[src/rrsd_pkg.sv]
// Shared types and constants for the round-robin server dispatcher.
`timescale 1ns / 1ps
`default_nettype none

package rrsd_pkg;

	localparam int TIME_W  = 32;
	localparam int END_W   = TIME_W + 1;
	localparam int COUNT_W = 32;
	localparam int CFG_W   = 5;
	localparam int SIDX_W  = 4;

	localparam logic [CFG_W-1:0] NUM_SERVERS_RST = 5'd16;

	typedef enum logic [1:0] {
		KIND_ASSIGN = 2'd0,
		KIND_DROP   = 2'd1,
		KIND_REPORT = 2'd2
	} kind_t;

	typedef enum logic [1:0] {
		ST_IDLE,
		ST_PICK,
		ST_MAX,
		ST_RPT
	} state_t;

	// Queue entry between front and back.
	typedef struct packed {
		logic [TIME_W-1:0] arrival;
		logic [END_W-1:0]  end_time;
		logic              last;
	} req_t;

	typedef struct packed {
		kind_t              kind;
		logic [SIDX_W-1:0]  server_index;
		logic [COUNT_W-1:0] handled_count;
		logic               last_result;
	} res_t;

endpackage

`default_nettype wire

[src/rrsd_req_if.sv]
// Request channel: valid/ready plus request payload.
`timescale 1ns / 1ps
`default_nettype none

interface rrsd_req_if;
	import rrsd_pkg::*;

	logic              valid;
	logic              ready;
	logic [TIME_W-1:0] arrival_time;
	logic [TIME_W-1:0] load_time;
	logic              last_request;

	modport source(output valid, output arrival_time, output load_time,
		output last_request, input ready);
	modport sink(input valid, input arrival_time, input load_time,
		input last_request, output ready);
endinterface

`default_nettype wire

[src/rrsd_rsp_if.sv]
// Result channel: valid/ready plus result payload.
`timescale 1ns / 1ps
`default_nettype none

interface rrsd_rsp_if;
	import rrsd_pkg::*;

	logic               valid;
	logic               ready;
	kind_t              kind;
	logic [SIDX_W-1:0]  server_index;
	logic [COUNT_W-1:0] handled_count;
	logic               last_result;

	modport source(output valid, output kind, output server_index,
		output handled_count, output last_result, input ready);
	modport sink(input valid, input kind, input server_index,
		input handled_count, input last_result, output ready);
endinterface

`default_nettype wire

[src/rrsd_front.sv]
// Front end: accepts request beats, computes end time, queues them for the back end.
`timescale 1ns / 1ps
`default_nettype none

module rrsd_front (
	input  wire logic   clk,
	input  wire logic   arst_n,
	rrsd_req_if.sink    req,
	output logic        q_valid,
	input  wire logic   q_pop,
	output rrsd_pkg::req_t q_head
);
	import rrsd_pkg::*;

	localparam int QD = 2;
	localparam int PW = 1;

	req_t          mem_q [QD];
	logic [PW-1:0] wr_q, rd_q;
	logic [PW:0]   cnt_q;
	logic          push;
	req_t          entry;

	assign req.ready = (cnt_q != (PW+1)'(QD));
	assign push      = req.valid && req.ready;
	assign q_valid   = (cnt_q != '0);
	assign q_head    = mem_q[rd_q];

	always_comb begin
		entry.arrival  = req.arrival_time;
		entry.end_time = {1'b0, req.arrival_time} + {1'b0, req.load_time};
		entry.last     = req.last_request;
	end

	always_ff @(posedge clk) begin
		if (push) begin
			mem_q[wr_q] <= entry;
		end
	end

	always_ff @(posedge clk or negedge arst_n) begin
		if (!arst_n) begin
			wr_q  <= '0;
			rd_q  <= '0;
			cnt_q <= '0;
		end else begin
			if (push) begin
				wr_q <= wr_q + PW'(1);
			end
			if (q_pop) begin
				rd_q <= rd_q + PW'(1);
			end
			if (push && !q_pop) begin
				cnt_q <= cnt_q + (PW+1)'(1);
			end else if (!push && q_pop) begin
				cnt_q <= cnt_q - (PW+1)'(1);
			end
		end
	end

endmodule

`default_nettype wire

[src/rrsd_back.sv]
// Back end: frees servers, picks the next free one round robin or drops, reports busiest servers.
`timescale 1ns / 1ps
`default_nettype none

module rrsd_back #(
	parameter int MAX_SERVERS = 16
) (
	input  wire logic                   clk,
	input  wire logic                   arst_n,
	input  wire logic [rrsd_pkg::CFG_W-1:0] num_servers,
	input  wire logic                   q_valid,
	output logic                        q_pop,
	input  wire rrsd_pkg::req_t         q_head,
	rrsd_rsp_if.source                  rsp
);
	import rrsd_pkg::*;

	localparam int IW = (MAX_SERVERS > 1) ? $clog2(MAX_SERVERS) : 1;
	localparam int KW = $clog2(MAX_SERVERS + 1);

	state_t             state_q, state_d;
	logic [END_W-1:0]   item_end_q;
	logic               item_last_q;
	logic [IW-1:0]      sp_q;
	logic [MAX_SERVERS-1:0] busy_q;
	logic [END_W-1:0]   bu_q  [MAX_SERVERS];
	logic [COUNT_W-1:0] cnt_q [MAX_SERVERS];
	logic [IW-1:0]      walk_q, lastidx_q;
	logic [COUNT_W-1:0] top_q;
	logic               out_valid_q;
	res_t               out_q, out_d;

	logic [KW-1:0]      k;
	logic [KW-1:0]      start, start_nxt;
	logic [MAX_SERVERS-1:0] free_hit, free_v, hi_v;
	logic [IW-1:0]      hi_idx, lo_idx, pick_idx, rd_idx;
	logic               hi_f, lo_f, found;
	logic [COUNT_W-1:0] cnt_rd, cnt_inc;
	logic               walk_last, out_free;
	logic               do_free, do_assign, max_step, rpt_step, clear_all, out_load;

	// Servers in use: zero acts as one, above the pool acts as the pool.
	always_comb begin
		if (num_servers == '0) begin
			k = KW'(1);
		end else if (int'(num_servers) > MAX_SERVERS) begin
			k = KW'(MAX_SERVERS);
		end else begin
			k = KW'(num_servers);
		end
	end

	assign start     = (KW'(sp_q) < k) ? KW'(sp_q) : '0;
	assign start_nxt = ((start + KW'(1)) >= k) ? '0 : (start + KW'(1));

	always_comb begin
		for (int i = 0; i < MAX_SERVERS; i++) begin
			free_hit[i] = busy_q[i] && (i < int'(k)) &&
				(bu_q[i] <= {1'b0, q_head.arrival});
			free_v[i]   = !busy_q[i] && (i < int'(k));
			hi_v[i]     = free_v[i] && (i >= int'(start));
		end
	end

	// Circular priority: lowest free at or after start, else lowest free overall.
	always_comb begin
		hi_idx = '0;
		lo_idx = '0;
		hi_f   = 1'b0;
		lo_f   = 1'b0;
		for (int i = MAX_SERVERS - 1; i >= 0; i--) begin
			if (hi_v[i]) begin
				hi_idx = IW'(i);
				hi_f   = 1'b1;
			end
			if (free_v[i]) begin
				lo_idx = IW'(i);
				lo_f   = 1'b1;
			end
		end
	end

	assign pick_idx  = hi_f ? hi_idx : lo_idx;
	assign found     = hi_f || lo_f;
	assign rd_idx    = (state_q == ST_PICK) ? pick_idx : walk_q;
	assign cnt_rd    = cnt_q[rd_idx];
	assign cnt_inc   = (cnt_rd == '1) ? cnt_rd : (cnt_rd + COUNT_W'(1));
	assign walk_last = (KW'(walk_q) == (k - KW'(1)));
	assign out_free  = !out_valid_q || rsp.ready;

	always_comb begin
		state_d   = state_q;
		q_pop     = 1'b0;
		do_free   = 1'b0;
		do_assign = 1'b0;
		max_step  = 1'b0;
		rpt_step  = 1'b0;
		clear_all = 1'b0;
		out_load  = 1'b0;
		out_d     = out_q;
		unique case (state_q)
			ST_IDLE: begin
				if (q_valid) begin
					q_pop   = 1'b1;
					do_free = 1'b1;
					state_d = ST_PICK;
				end
			end
			ST_PICK: begin
				if (out_free) begin
					do_assign = 1'b1;
					out_load  = 1'b1;
					if (found) begin
						out_d.kind          = KIND_ASSIGN;
						out_d.server_index  = SIDX_W'(pick_idx);
						out_d.handled_count = cnt_inc;
					end else begin
						out_d.kind          = KIND_DROP;
						out_d.server_index  = '0;
						out_d.handled_count = '0;
					end
					out_d.last_result = !item_last_q;
					state_d = item_last_q ? ST_MAX : ST_IDLE;
				end
			end
			ST_MAX: begin
				max_step = 1'b1;
				if (walk_last) begin
					state_d = ST_RPT;
				end
			end
			ST_RPT: begin
				if (out_free) begin
					rpt_step = 1'b1;
					if (cnt_rd == top_q) begin
						out_load            = 1'b1;
						out_d.kind          = KIND_REPORT;
						out_d.server_index  = SIDX_W'(walk_q);
						out_d.handled_count = top_q;
						out_d.last_result   = (walk_q == lastidx_q);
					end
					if (walk_last) begin
						clear_all = 1'b1;
						state_d   = ST_IDLE;
					end
				end
			end
		endcase
	end

	always_ff @(posedge clk or negedge arst_n) begin
		if (!arst_n) begin
			state_q     <= ST_IDLE;
			out_valid_q <= 1'b0;
		end else begin
			state_q <= state_d;
			if (out_load) begin
				out_valid_q <= 1'b1;
			end else if (rsp.ready) begin
				out_valid_q <= 1'b0;
			end
		end
	end

	always_ff @(posedge clk) begin
		if (out_load) begin
			out_q <= out_d;
		end
		if (q_pop) begin
			item_end_q  <= q_head.end_time;
			item_last_q <= q_head.last;
		end
	end

	// Server state: busy flags, busy-until times, handled counts, pointer.
	always_ff @(posedge clk or negedge arst_n) begin
		if (!arst_n) begin
			sp_q   <= '0;
			busy_q <= '0;
			for (int i = 0; i < MAX_SERVERS; i++) begin
				bu_q[i]  <= '0;
				cnt_q[i] <= '0;
			end
		end else if (clear_all) begin
			sp_q   <= '0;
			busy_q <= '0;
			for (int i = 0; i < MAX_SERVERS; i++) begin
				bu_q[i]  <= '0;
				cnt_q[i] <= '0;
			end
		end else begin
			if (do_free) begin
				busy_q <= busy_q & ~free_hit;
			end
			if (do_assign) begin
				sp_q <= IW'(start_nxt);
				if (found) begin
					busy_q[pick_idx] <= 1'b1;
					bu_q[pick_idx]   <= item_end_q;
					cnt_q[pick_idx]  <= cnt_inc;
				end
			end
		end
	end

	// Report walk: find the top count and the last server holding it, then emit.
	always_ff @(posedge clk or negedge arst_n) begin
		if (!arst_n) begin
			walk_q    <= '0;
			top_q     <= '0;
			lastidx_q <= '0;
		end else begin
			if (do_assign) begin
				walk_q <= '0;
			end else if (max_step || rpt_step) begin
				walk_q <= walk_last ? '0 : (walk_q + IW'(1));
			end
			if (max_step) begin
				if (walk_q == '0 || cnt_rd > top_q) begin
					top_q     <= cnt_rd;
					lastidx_q <= walk_q;
				end else if (cnt_rd == top_q) begin
					lastidx_q <= walk_q;
				end
			end
		end
	end

	assign rsp.valid         = out_valid_q;
	assign rsp.kind          = out_q.kind;
	assign rsp.server_index  = out_q.server_index;
	assign rsp.handled_count = out_q.handled_count;
	assign rsp.last_result   = out_q.last_result;

	a_pick_marks_busy: assert property (@(posedge clk) disable iff (!arst_n)
		(state_q == ST_PICK && out_free && found) |=> busy_q[$past(pick_idx)])
		else $error("chosen server not marked busy");

	a_clear_done: assert property (@(posedge clk) disable iff (!arst_n)
		clear_all |=> (busy_q == '0 && sp_q == '0 && state_q == ST_IDLE))
		else $error("state not cleared after report");

	a_walk_only_last: assert property (@(posedge clk) disable iff (!arst_n)
		(state_q == ST_MAX || state_q == ST_RPT) |-> item_last_q)
		else $error("report walk without last request");

	a_no_overwrite: assert property (@(posedge clk) disable iff (!arst_n)
		out_load |-> (!out_valid_q || rsp.ready))
		else $error("result register overwritten while held");

endmodule

`default_nettype wire

[src/round_robin_server_dispatcher.sv]
// Top level: config register, request front end, dispatch back end.
// A request's dispatch result passes from the queue to the pick unit, then to the result register;
// the pick waits while rsp still holds an earlier result.
// One request at a time: the back end pops it and frees servers, then picks before it pops the next.
// A last request adds a report walk of the N servers in use, one server per cycle when rsp is ready.
// Reset (arst_n low) clears all server state and sets the server count to 16.
`timescale 1ns / 1ps
`default_nettype none

module round_robin_server_dispatcher #(
	parameter int MAX_SERVERS = 16
) (
	input  wire logic                       clk,
	input  wire logic                       arst_n,
	input  wire logic                       cfg_we,
	input  wire logic [rrsd_pkg::CFG_W-1:0] cfg_wdata,
	rrsd_req_if.sink                        req,
	rrsd_rsp_if.source                      rsp
);
	import rrsd_pkg::*;

	logic [CFG_W-1:0] num_q;
	logic             q_valid;
	logic             q_pop;
	req_t             q_head;

	always_ff @(posedge clk or negedge arst_n) begin
		if (!arst_n) begin
			num_q <= NUM_SERVERS_RST;
		end else if (cfg_we) begin
			num_q <= cfg_wdata;
		end
	end

	rrsd_front u_front (
		.clk    (clk),
		.arst_n (arst_n),
		.req    (req),
		.q_valid(q_valid),
		.q_pop  (q_pop),
		.q_head (q_head)
	);

	rrsd_back #(
		.MAX_SERVERS(MAX_SERVERS)
	) u_back (
		.clk        (clk),
		.arst_n     (arst_n),
		.num_servers(num_q),
		.q_valid    (q_valid),
		.q_pop      (q_pop),
		.q_head     (q_head),
		.rsp        (rsp)
	);

endmodule

`default_nettype wire

[src/flat_wrapper.sv]
// flat-port wrapper written by rule: the top's interface ports become plain ports
module round_robin_server_dispatcher_flat import rrsd_pkg::*;
#(
	parameter int MAX_SERVERS = 16
)
  (clk, arst_n, cfg_we, cfg_wdata, req_valid, req_arrival_time, req_load_time, req_last_request, req_ready, rsp_valid, rsp_kind, rsp_server_index, rsp_handled_count, rsp_last_result, rsp_ready);
  rrsd_req_if req_i ();
  rrsd_rsp_if rsp_i ();
  input  wire logic clk;
  input  wire logic arst_n;
  input  wire logic cfg_we;
  input  wire logic [rrsd_pkg::CFG_W-1:0] cfg_wdata;
  input wire logic [$bits(req_i.valid)-1:0] req_valid;
  input wire logic [$bits(req_i.arrival_time)-1:0] req_arrival_time;
  input wire logic [$bits(req_i.load_time)-1:0] req_load_time;
  input wire logic [$bits(req_i.last_request)-1:0] req_last_request;
  output wire logic [$bits(req_i.ready)-1:0] req_ready;
  output wire logic [$bits(rsp_i.valid)-1:0] rsp_valid;
  output wire logic [$bits(rsp_i.kind)-1:0] rsp_kind;
  output wire logic [$bits(rsp_i.server_index)-1:0] rsp_server_index;
  output wire logic [$bits(rsp_i.handled_count)-1:0] rsp_handled_count;
  output wire logic [$bits(rsp_i.last_result)-1:0] rsp_last_result;
  input wire logic [$bits(rsp_i.ready)-1:0] rsp_ready;
  assign req_i.valid = req_valid;
  assign req_i.arrival_time = req_arrival_time;
  assign req_i.load_time = req_load_time;
  assign req_i.last_request = req_last_request;
  assign req_ready = req_i.ready;
  assign rsp_valid = rsp_i.valid;
  assign rsp_kind = rsp_i.kind;
  assign rsp_server_index = rsp_i.server_index;
  assign rsp_handled_count = rsp_i.handled_count;
  assign rsp_last_result = rsp_i.last_result;
  assign rsp_i.ready = rsp_ready;
  round_robin_server_dispatcher #(.MAX_SERVERS(MAX_SERVERS)) u_core (.clk(clk), .arst_n(arst_n), .cfg_we(cfg_we), .cfg_wdata(cfg_wdata), .req(req_i), .rsp(rsp_i));
endmodule
[config.mk]
export PLATFORM = sky130hd
export DESIGN_NAME = round_robin_server_dispatcher_flat
export DESIGN_NICKNAME = d
export VERILOG_FILES = /design/src/rrsd_pkg.sv /design/src/rrsd_req_if.sv /design/src/rrsd_rsp_if.sv /design/src/rrsd_front.sv /design/src/rrsd_back.sv /design/src/round_robin_server_dispatcher.sv /design/src/flat_wrapper.sv
export SDC_FILE = /design/constraint.sdc
export NUM_CORES = 2
export LEC_CHECK = 0
export BUFFER_PORTS_ARGS = -buffer_cell sky130_fd_sc_hd__buf_2
export CAP_MARGIN = 30
export CELL_PAD_IN_SITES_DETAIL_PLACEMENT = 1
export CELL_PAD_IN_SITES_GLOBAL_PLACEMENT = 2
export CORE_MARGIN = 4
export CORE_UTILIZATION = 37
export CTS_CLUSTER_DIAMETER = 150
export DETAILED_ROUTE_END_ITERATION = 10
export PLACE_DENSITY_LB_ADDON = 0.1
export SYNTH_ARGS = -nofsm -noshare
export SYNTH_HDL_FRONTEND = slang
export SYNTH_SLANG_ARGS = --single-unit
[constraint.sdc]
create_clock -name clk -period 7.9 [get_ports clk]
set_input_delay 1.58 -clock clk [delete_from_list [all_inputs] [get_ports clk]]
set_output_delay 1.58 -clock clk [all_outputs]
set_load 0.02 [all_outputs]
== Word-level counts from Yosys, hierarchy flattened ==
Memories as Yosys holds them, arrays and structs flattened.
Index checks and enable logic that the tools add are counted.

* Register bits: 1185
* RAM bits: 132
* Input port bits: 75
* Output and inout port bits: 41
* Logic and storage cells: 374
* Memories: 1

{| class="wikitable"
|+ Memories
! memory !! depth !! width !! rd ports !! clocked after memory_dff !! wr ports !! line !! source
|-
| u_core.u_front.mem_q || 2 || 66 || 1 || 0 || 1 || rrsd_front.sv:18 || <nowiki>req_t mem_q [QD];</nowiki>
|}

* Add/sub/neg operators: 9
* $lt $le $gt $ge: 57
* Equality and inequality tests: 14
* Multiplexer cells: 130
* Bitwise gates (word level): 5
* Reductions and logical operators: 109

{| class="wikitable"
|+ Operators by type and width
! cell !! count
|-
| 528-bit two-way mux || 3
|-
| 512-bit two-way mux || 3
|-
| 528-bit bitwise mux || 1
|-
| 33-bit by 32-bit <= comparator with 1-bit output || 16
|-
| 512-bit bitwise mux || 1
|-
| 4-bit two-way mux || 43
|-
| 33-bit demux with 4-bit select || 1
|-
| 32-bit binary-select mux with 4-bit select || 1
|-
| 32-bit demux with 4-bit select || 1
|-
| 32-bit two-way mux || 4
|-
| 39-bit two-way mux || 3
|-
| 16-bit two-way mux || 5
|-
| 39-bit case mux with 2 select lines || 1
|-
| 1-bit logical AND || 69
|-
| 1-bit two-way mux || 48
|-
| 4-bit by 5-bit < comparator with 1-bit output (first input constant) || 8
|-
| 37-bit two-way mux || 1
|-
| 32-bit by 32-bit adder with 33-bit output || 1
|-
| 33-bit two-way mux || 1
|-
| 32-bit by 1-bit adder with 32-bit output (second input constant) || 1
|-
| 32-bit == test || 1
|-
| 32-bit == test (second input constant) || 1
|-
| 4-bit >= comparator (first input constant) || 8
|-
| 32-bit greater-than comparator || 1
|-
| 42 further kinds || 101
|}

== Logic depth before layout (Yosys ltp) ==
* Word-level depth: 35
* Mapped depth: 44
* Mapped depth without buffers: 37

== Modules after synthesis ==
From an unflattened synthesis, not the netlist that was laid out.

* Cells, all modules: 8025
* Area total of the unflattened synthesis: 74067.3 um2

{| class="wikitable"
|+ By module, submodules not included
! module !! times used !! cells each !! area an instance (um2) !! sequential area each (um2)
|-
| rrsd_back || 1 || 7498 || 66956.7 || 29793.6
|-
| rrsd_front || 1 || 517 || 6927.9 || 4063.9
|-
| round_robin_server_dispatcher || 1 || 10 || 182.7 || 126.4
|}

== Worst setup path before layout ==
Ideal clock, no wire load.

* Kind: register to register
* Start point: register u_core.num_q[2]
* End point: register u_core.u_back.top_q[12]
* Setup time: 125 ps
* Data arrival time: 8164 ps
* Data required time: 7775 ps
* Slack: -389 ps
* Stages on the path, launching flop included: 43
* Path buffers: 11
* Period minus slack after synthesis: 8289 ps
* Path through: dfrtp_1 buf_2 buf_2 nand2_1 ha_1 nand4b_4 a221oi_4 buf_6 nor2_1 nand2_1 inv_1 ha_1 nor2b_1 o32a_1 a311o_1 a32oi_1 nor3_2 a31o_2 (+7 left out) mux2i_1 clkbuf_1 clkbuf_1 clkbuf_1 inv_1 ha_1 a21oi_1 nor2b_1 o21ai_0 nand2b_1 a21oi_1 o221ai_1 a221o_1 a22oi_1 or2_2 clkbuf_1 clkbuf_1 mux2_2

* Longest elaborated chain between the ends: 32
* Elaborated cells on any way between the ends: 127
* Those cells by class: order compare: 35; mux: 56; bitwise: 1; reduce/logical: 35

{| class="wikitable"
|+ Ends and longest elaborated chain
! what !! line !! source
|-
| start, declared || round_robin_server_dispatcher.sv:22 || <nowiki>logic [CFG_W-1:0] num_q;</nowiki>
|-
| start signal, assigned || round_robin_server_dispatcher.sv:31 || <nowiki>num_q <= cfg_wdata;</nowiki>
|-
| 5-bit greater-than comparator || rrsd_back.sv:46 || <nowiki>end else if (int'(num_servers) > MAX_SERVERS) begin</nowiki>
|-
| 5-bit two-way mux || rrsd_back.sv:46 ||
|-
| 5-bit two-way mux * || rrsd_back.sv:44 || <nowiki>if (num_servers == '0) begin</nowiki>
|-
| 4-bit by 5-bit < comparator with 1-bit output || rrsd_back.sv:53 || <nowiki>assign start = (KW'(sp_q) < k) ? KW'(sp_q) : '0;</nowiki>
|-
| 4-bit two-way mux || rrsd_back.sv:53 ||
|-
| 4-bit >= comparator || rrsd_back.sv:61 || <nowiki>hi_v[i] = free_v[i] && (i >= int'(start));</nowiki>
|-
| 1-bit logical AND || rrsd_back.sv:61 ||
|-
| 4-bit two-way mux or 1-bit two-way mux (tied branches) (16 in series) || rrsd_back.sv:72 || <nowiki>if (hi_v[i]) begin</nowiki>
|-
| 4-bit two-way mux * || rrsd_back.sv:83 || <nowiki>assign pick_idx = hi_f ? hi_idx : lo_idx;</nowiki>
|-
| 4-bit two-way mux * || rrsd_back.sv:85 || <nowiki>assign rd_idx = (state_q == ST_PICK) ? pick_idx : walk_q;</nowiki>
|-
| 4-bit NOT with 5-bit output (not written as such) * || rrsd_back.sv:86 || <nowiki>assign cnt_rd = cnt_q[rd_idx];</nowiki>
|-
| 32-bit binary-select mux with 4-bit select * || rrsd_back.sv:86 ||
|-
| 32-bit two-way mux (not written as such) * (2 in series) || rrsd_back.sv:86 ||
|-
| named net u_core.u_back.cnt_rd[17] || rrsd_back.sv:38 || <nowiki>logic [COUNT_W-1:0] cnt_rd, cnt_inc;</nowiki>
|-
| 32-bit greater-than comparator * || rrsd_back.sv:219 || <nowiki>if (walk_q == '0 || cnt_rd > top_q) begin</nowiki>
|-
| 1-bit logical OR * || rrsd_back.sv:219 ||
|-
| 2-bit AND reduction (no line) * || n/a ||
|-
| end signal, assigned || rrsd_back.sv:220 || <nowiki>top_q <= cnt_rd;</nowiki>
|-
| end, declared || rrsd_back.sv:29 || <nowiki>logic [COUNT_W-1:0] top_q;</nowiki>
|}

The timed path passes the listed nets; every way through them passes the cells marked *. The select of a mux whose other input is x is not followed.
A chain may end at the register's enable or synchronous reset.

== Worst setup path in the final report ==
* Start point: register u_core.num_q[4]
* End point: register u_core.u_back.top_q[8]

The elaborated chain is that of the path after synthesis.

==> flow_summary.json <==
{
  "finalNetCount": 8761,
  "design.die.area_um2": 205500,
  "cts.clk_slew.worst_paths_ps": 60,
  "root_buffer": "clkbuf_16",
  "combPwrFrac": 0.457,
  "stdcell_count": 10870,
  "portBuffers": 115,
  "clk_latency_ps": 820,
  "grt_pass1_wl_um": 444400,
  "clock_path_buffers": 3,
  "drc": 0,
  "die_x_um": 453.3,
  "fp.coreArea_um2": 197200,
  "status": "completed",
  "synth_top_area_frac": 0.3789,
  "min_period_ps": 7691,
  "initial_utilization": 0.3721,
  "synth_nets": 8612,
  "drtPass1Iterations": 5,
  "synth.most_common_cell": "nand2_1",
  "synth_edf_count": 205,
  "ir_drop_v": 0.0003647,
  "netlist_area_um2": 73380,
  "worstPathBufferInverterCount": 6,
  "grt_max_degree": 212,
  "routed_via_density": 5.820,
  "path_class": "flip-flop to flip-flop",
  "power_leakage_nw": 39.30,
  "synthFlopType": "dfrtp_1",
  "final_layout_size_suffix_gt1_frac": 0.1442,
  "p_per_area_nw_per_um2": 359.8,
  "internal_power_w": 0.01771,
  "dp_hpwl_um": 198400,
  "syn_to_final_growth_pct": 16.71,
  "maxCapViolCount": 0,
  "gp_congestion": 0.8824,
  "crit_family": "compound AO/OA/AOI/OAI gates",
  "hold_violations": 0,
  "final-setup-viol-count": 0,
  "setup_tns_ps": 0,
  "synthCells": 7942,
  "fin_hold_ws_ps": 496.2,
  "cts_tree": "yes",
  "critical_path_depth": 38,
  "synth_cell_types": 115,
  "path_max_fanout": 7,
  "skew_ps": 52.08,
  "startpoint_type": "flip-flop",
  "timing.final.crit_share": 0.9736,
  "drt-total-wl_um": 299100,
  "crit_path_frequent_cell": "o21a_1",
  "yosysSeqAreaShare": 0.4631,
  "via_count": 63280,
  "ys_ff_latch": 1317,
  "antenna_found_initial": 8,
  "max_slew_margin": 0.2219,
  "drt_iter0_drc": 4529,
  "cts_htree_levels": 4,
  "power_switching_w": 0.01310,
  "max_freq_mhz": 130.0,
  "cts_sinks": 1317,
  "pwr-share-seq": 0.291,
  "yosysWarnings": 0,
  "worst_slew_pin_slew_ps": 1167,
  "critical_path_required_ps": 8600,
  "cts_hold_buf": 0,
  "slew_viol_final": 0,
  "end_kind": "flip-flop",
  "whs_path_depth": 2,
  "dp.cells": 10540,
  "slowest_stage": "dfstp_2",
  "rows": 163,
  "yosys.area.top_type": "dfrtp_1",
  "grt_pass1_vias": 65410,
  "synthTopCellsByCount": "1466 x nand2_1, 1111 x dfrtp_1, 1042 x nand3_1",
  "async_flop_share": 0.8443,
  "power.share.clock": 0.252,
  "die_y_um": 453.3,
  "p_sw_frac": 0.4253,
  "slowest_delay_ps": 560,
  "reg2reg_depth": 38,
  "postRouteAntennaNets": 0,
  "cp.arrival_ps": 8390,
  "ios": 116,
  "cts_buffers": 163,
  "wl_per_cell_um": 27.50,
  "grt_use_total": 0.2867,
  "gr-total-overflow": 0,
  "min_path_type": "flip-flop to flip-flop",
  "syn_area_per_cell_um2": 9.240,
  "ys_top_cells_by_area": "dfrtp_1 38%, ha_1 10%, edfxtp_1 8.4%, nand2_1 7.5%, nand3_1 7.1%"
}
==> tightest hold or removal path, stage by stage, from the launching register on <==
cell     delay, ps
dfrtp_1        340
nand3_1         60
o21ai_0         60
==> final timing paths <==
path                                                 end                startpoint  slack, ps
worst max-delay path              u_core.u_back.top_q[8]           u_core.num_q[4]        210
worst min-delay path            u_core.u_back.cnt_q[405]  u_core.u_back.cnt_q[405]        500
worst max register to register    u_core.u_back.top_q[8]           u_core.num_q[4]        210
worst min register to register  u_core.u_back.cnt_q[405]  u_core.u_back.cnt_q[405]        500
max in group asynchronous       u_core.u_back.cnt_q[164]                    arst_n       5050
min in group asynchronous        u_core.u_back.bu_q[305]                    arst_n        840
==> registers in the layout, summed over array words and instances (netlist names), 2 cells and up, named ones only <==
register                         flops
u_core.u_back.busy_q                16
u_core.u_back.rsp.handled_count     32
u_core.u_back.cnt_q                512
u_core.u_back.lastidx_q              4
u_core.u_back.bu_q                 528
u_core.u_back.item_end_q            33
u_core.u_back.walk_q                 4
u_core.u_front.cnt_q                 2
u_core.num_q                         5
u_core.u_back.top_q                 32
u_core.u_back.rsp.kind               2
u_core.u_back.rsp.server_index       4
u_core.u_back.sp_q                   4
u_core.u_front.mem_q               132
==> cell families (layout without fill, tap and decap cells) <==
group / after synthesis / count (layout) / synth area share
XOR/XNOR: 60 / 60 / 0.007775
flip-flops: 1317 / 1317 / 0.4631
buffers and inverters: 738 / 1025 / 0.04229
AO/OA/AOI/OAI: 1688 / 1688 / 0.1432
AND/OR/NAND/NOR: 3371 / 3371 / 0.2170
other: 0 / 5 / 0
adder cells (fa/ha/maj): 595 / 595 / 0.1016
multiplexers: 173 / 173 / 0.02508
==> layout make-up <==
class                   instances  area, um2
diodes                          5      12.51
clock buffers                 226       4577
clock inverters                77      892.1
fillers                     22200     111600
inverters                     107      406.6
multi-input cells            5887      37080
flip-flops and latches       1317      33990
well taps                    2640       3303
repair buffers                615       5385
==> power groups by stage <==
| stage | clock, W | sequential (W) | combinational [W] |
|---|---|---|---|
| final | 0.00776 | 0.00896 | 0.0141 |
| after global routing | 0.00822 | 0.00907 | 0.0153 |
| after CTS | 0.00793 | 0.00895 | 0.0138 |
| after detailed placement | 0 | 0.00906 | 0.0137 |
| after global placement | 0 | 0.00909 | 0.0132 |
| after floorplan | 0 | 0.00867 | 0.00758 |
==> through the flow <==
| stage | setup slack [ps] | util | total power [W] | area (um2) |
|---|---|---|---|---|
| 2_1_floorplan | 29.62 | - | 0.01625 | 73410 |
| 3_3_place_gp | 32.22 | 0.4006 | 0.02230 | 79010 |
| 3_5_place_dp | -200.4 | 0.4039 | 0.02271 | 79650 |
| 4_1_cts | 14.23 | 0.4317 | 0.03063 | 85130 |
| 5_1_grt | -107.3 | 0.4342 | 0.03255 | 85630 |
| 6_report | 208.9 | 0.4342 | 0.03081 | 85640 |
==> timing repair <==
| item | CTS | global route |
|---|---|---|
| pin swaps | 1 | 35 |
| gates cloned | 0 | 2 |
| resized for setup | 3 | 55 |
| setup endpoints to repair | 34 | 269 |
| buffers inserted | 1 | 18 |
==> placed cells by master, fill, tap and decap left out, types with 28 or more instances in the layout <==
cell / instances
a21o_1: 60
a21oi_1: 329
a21oi_2: 29
a221oi_1: 51
a31oi_1: 30
and3_1: 74
buf_12: 50
buf_2: 115
buf_4: 413
clkbuf_1: 38
clkbuf_16: 166
clkinv_2: 28
dfrtp_1: 1110
edfxtp_1: 205
ha_1: 588
inv_1: 102
mux2_2: 61
mux2i_1: 73
mux2i_2: 32
nand2_1: 1455
nand2b_1: 110
nand3_1: 1036
nand4_1: 141
nor2_1: 136
nor2b_1: 120
nor3_1: 52
o21a_1: 56
o21ai_0: 660
o21ai_1: 144
o31ai_1: 57
or3_1: 93
xnor2_1: 38
==> metal layers <==
metal  up-vias  global-route usage  wire length (um)
li1      28730                   -                 -
met1     32840              0.4051            139500
met2      1342              0.4672            139200
met3       370             0.03221             12250
met4         4             0.07676              8073
met5         -                   0                21
Note: power is estimated with default switching activity, not from simulation.
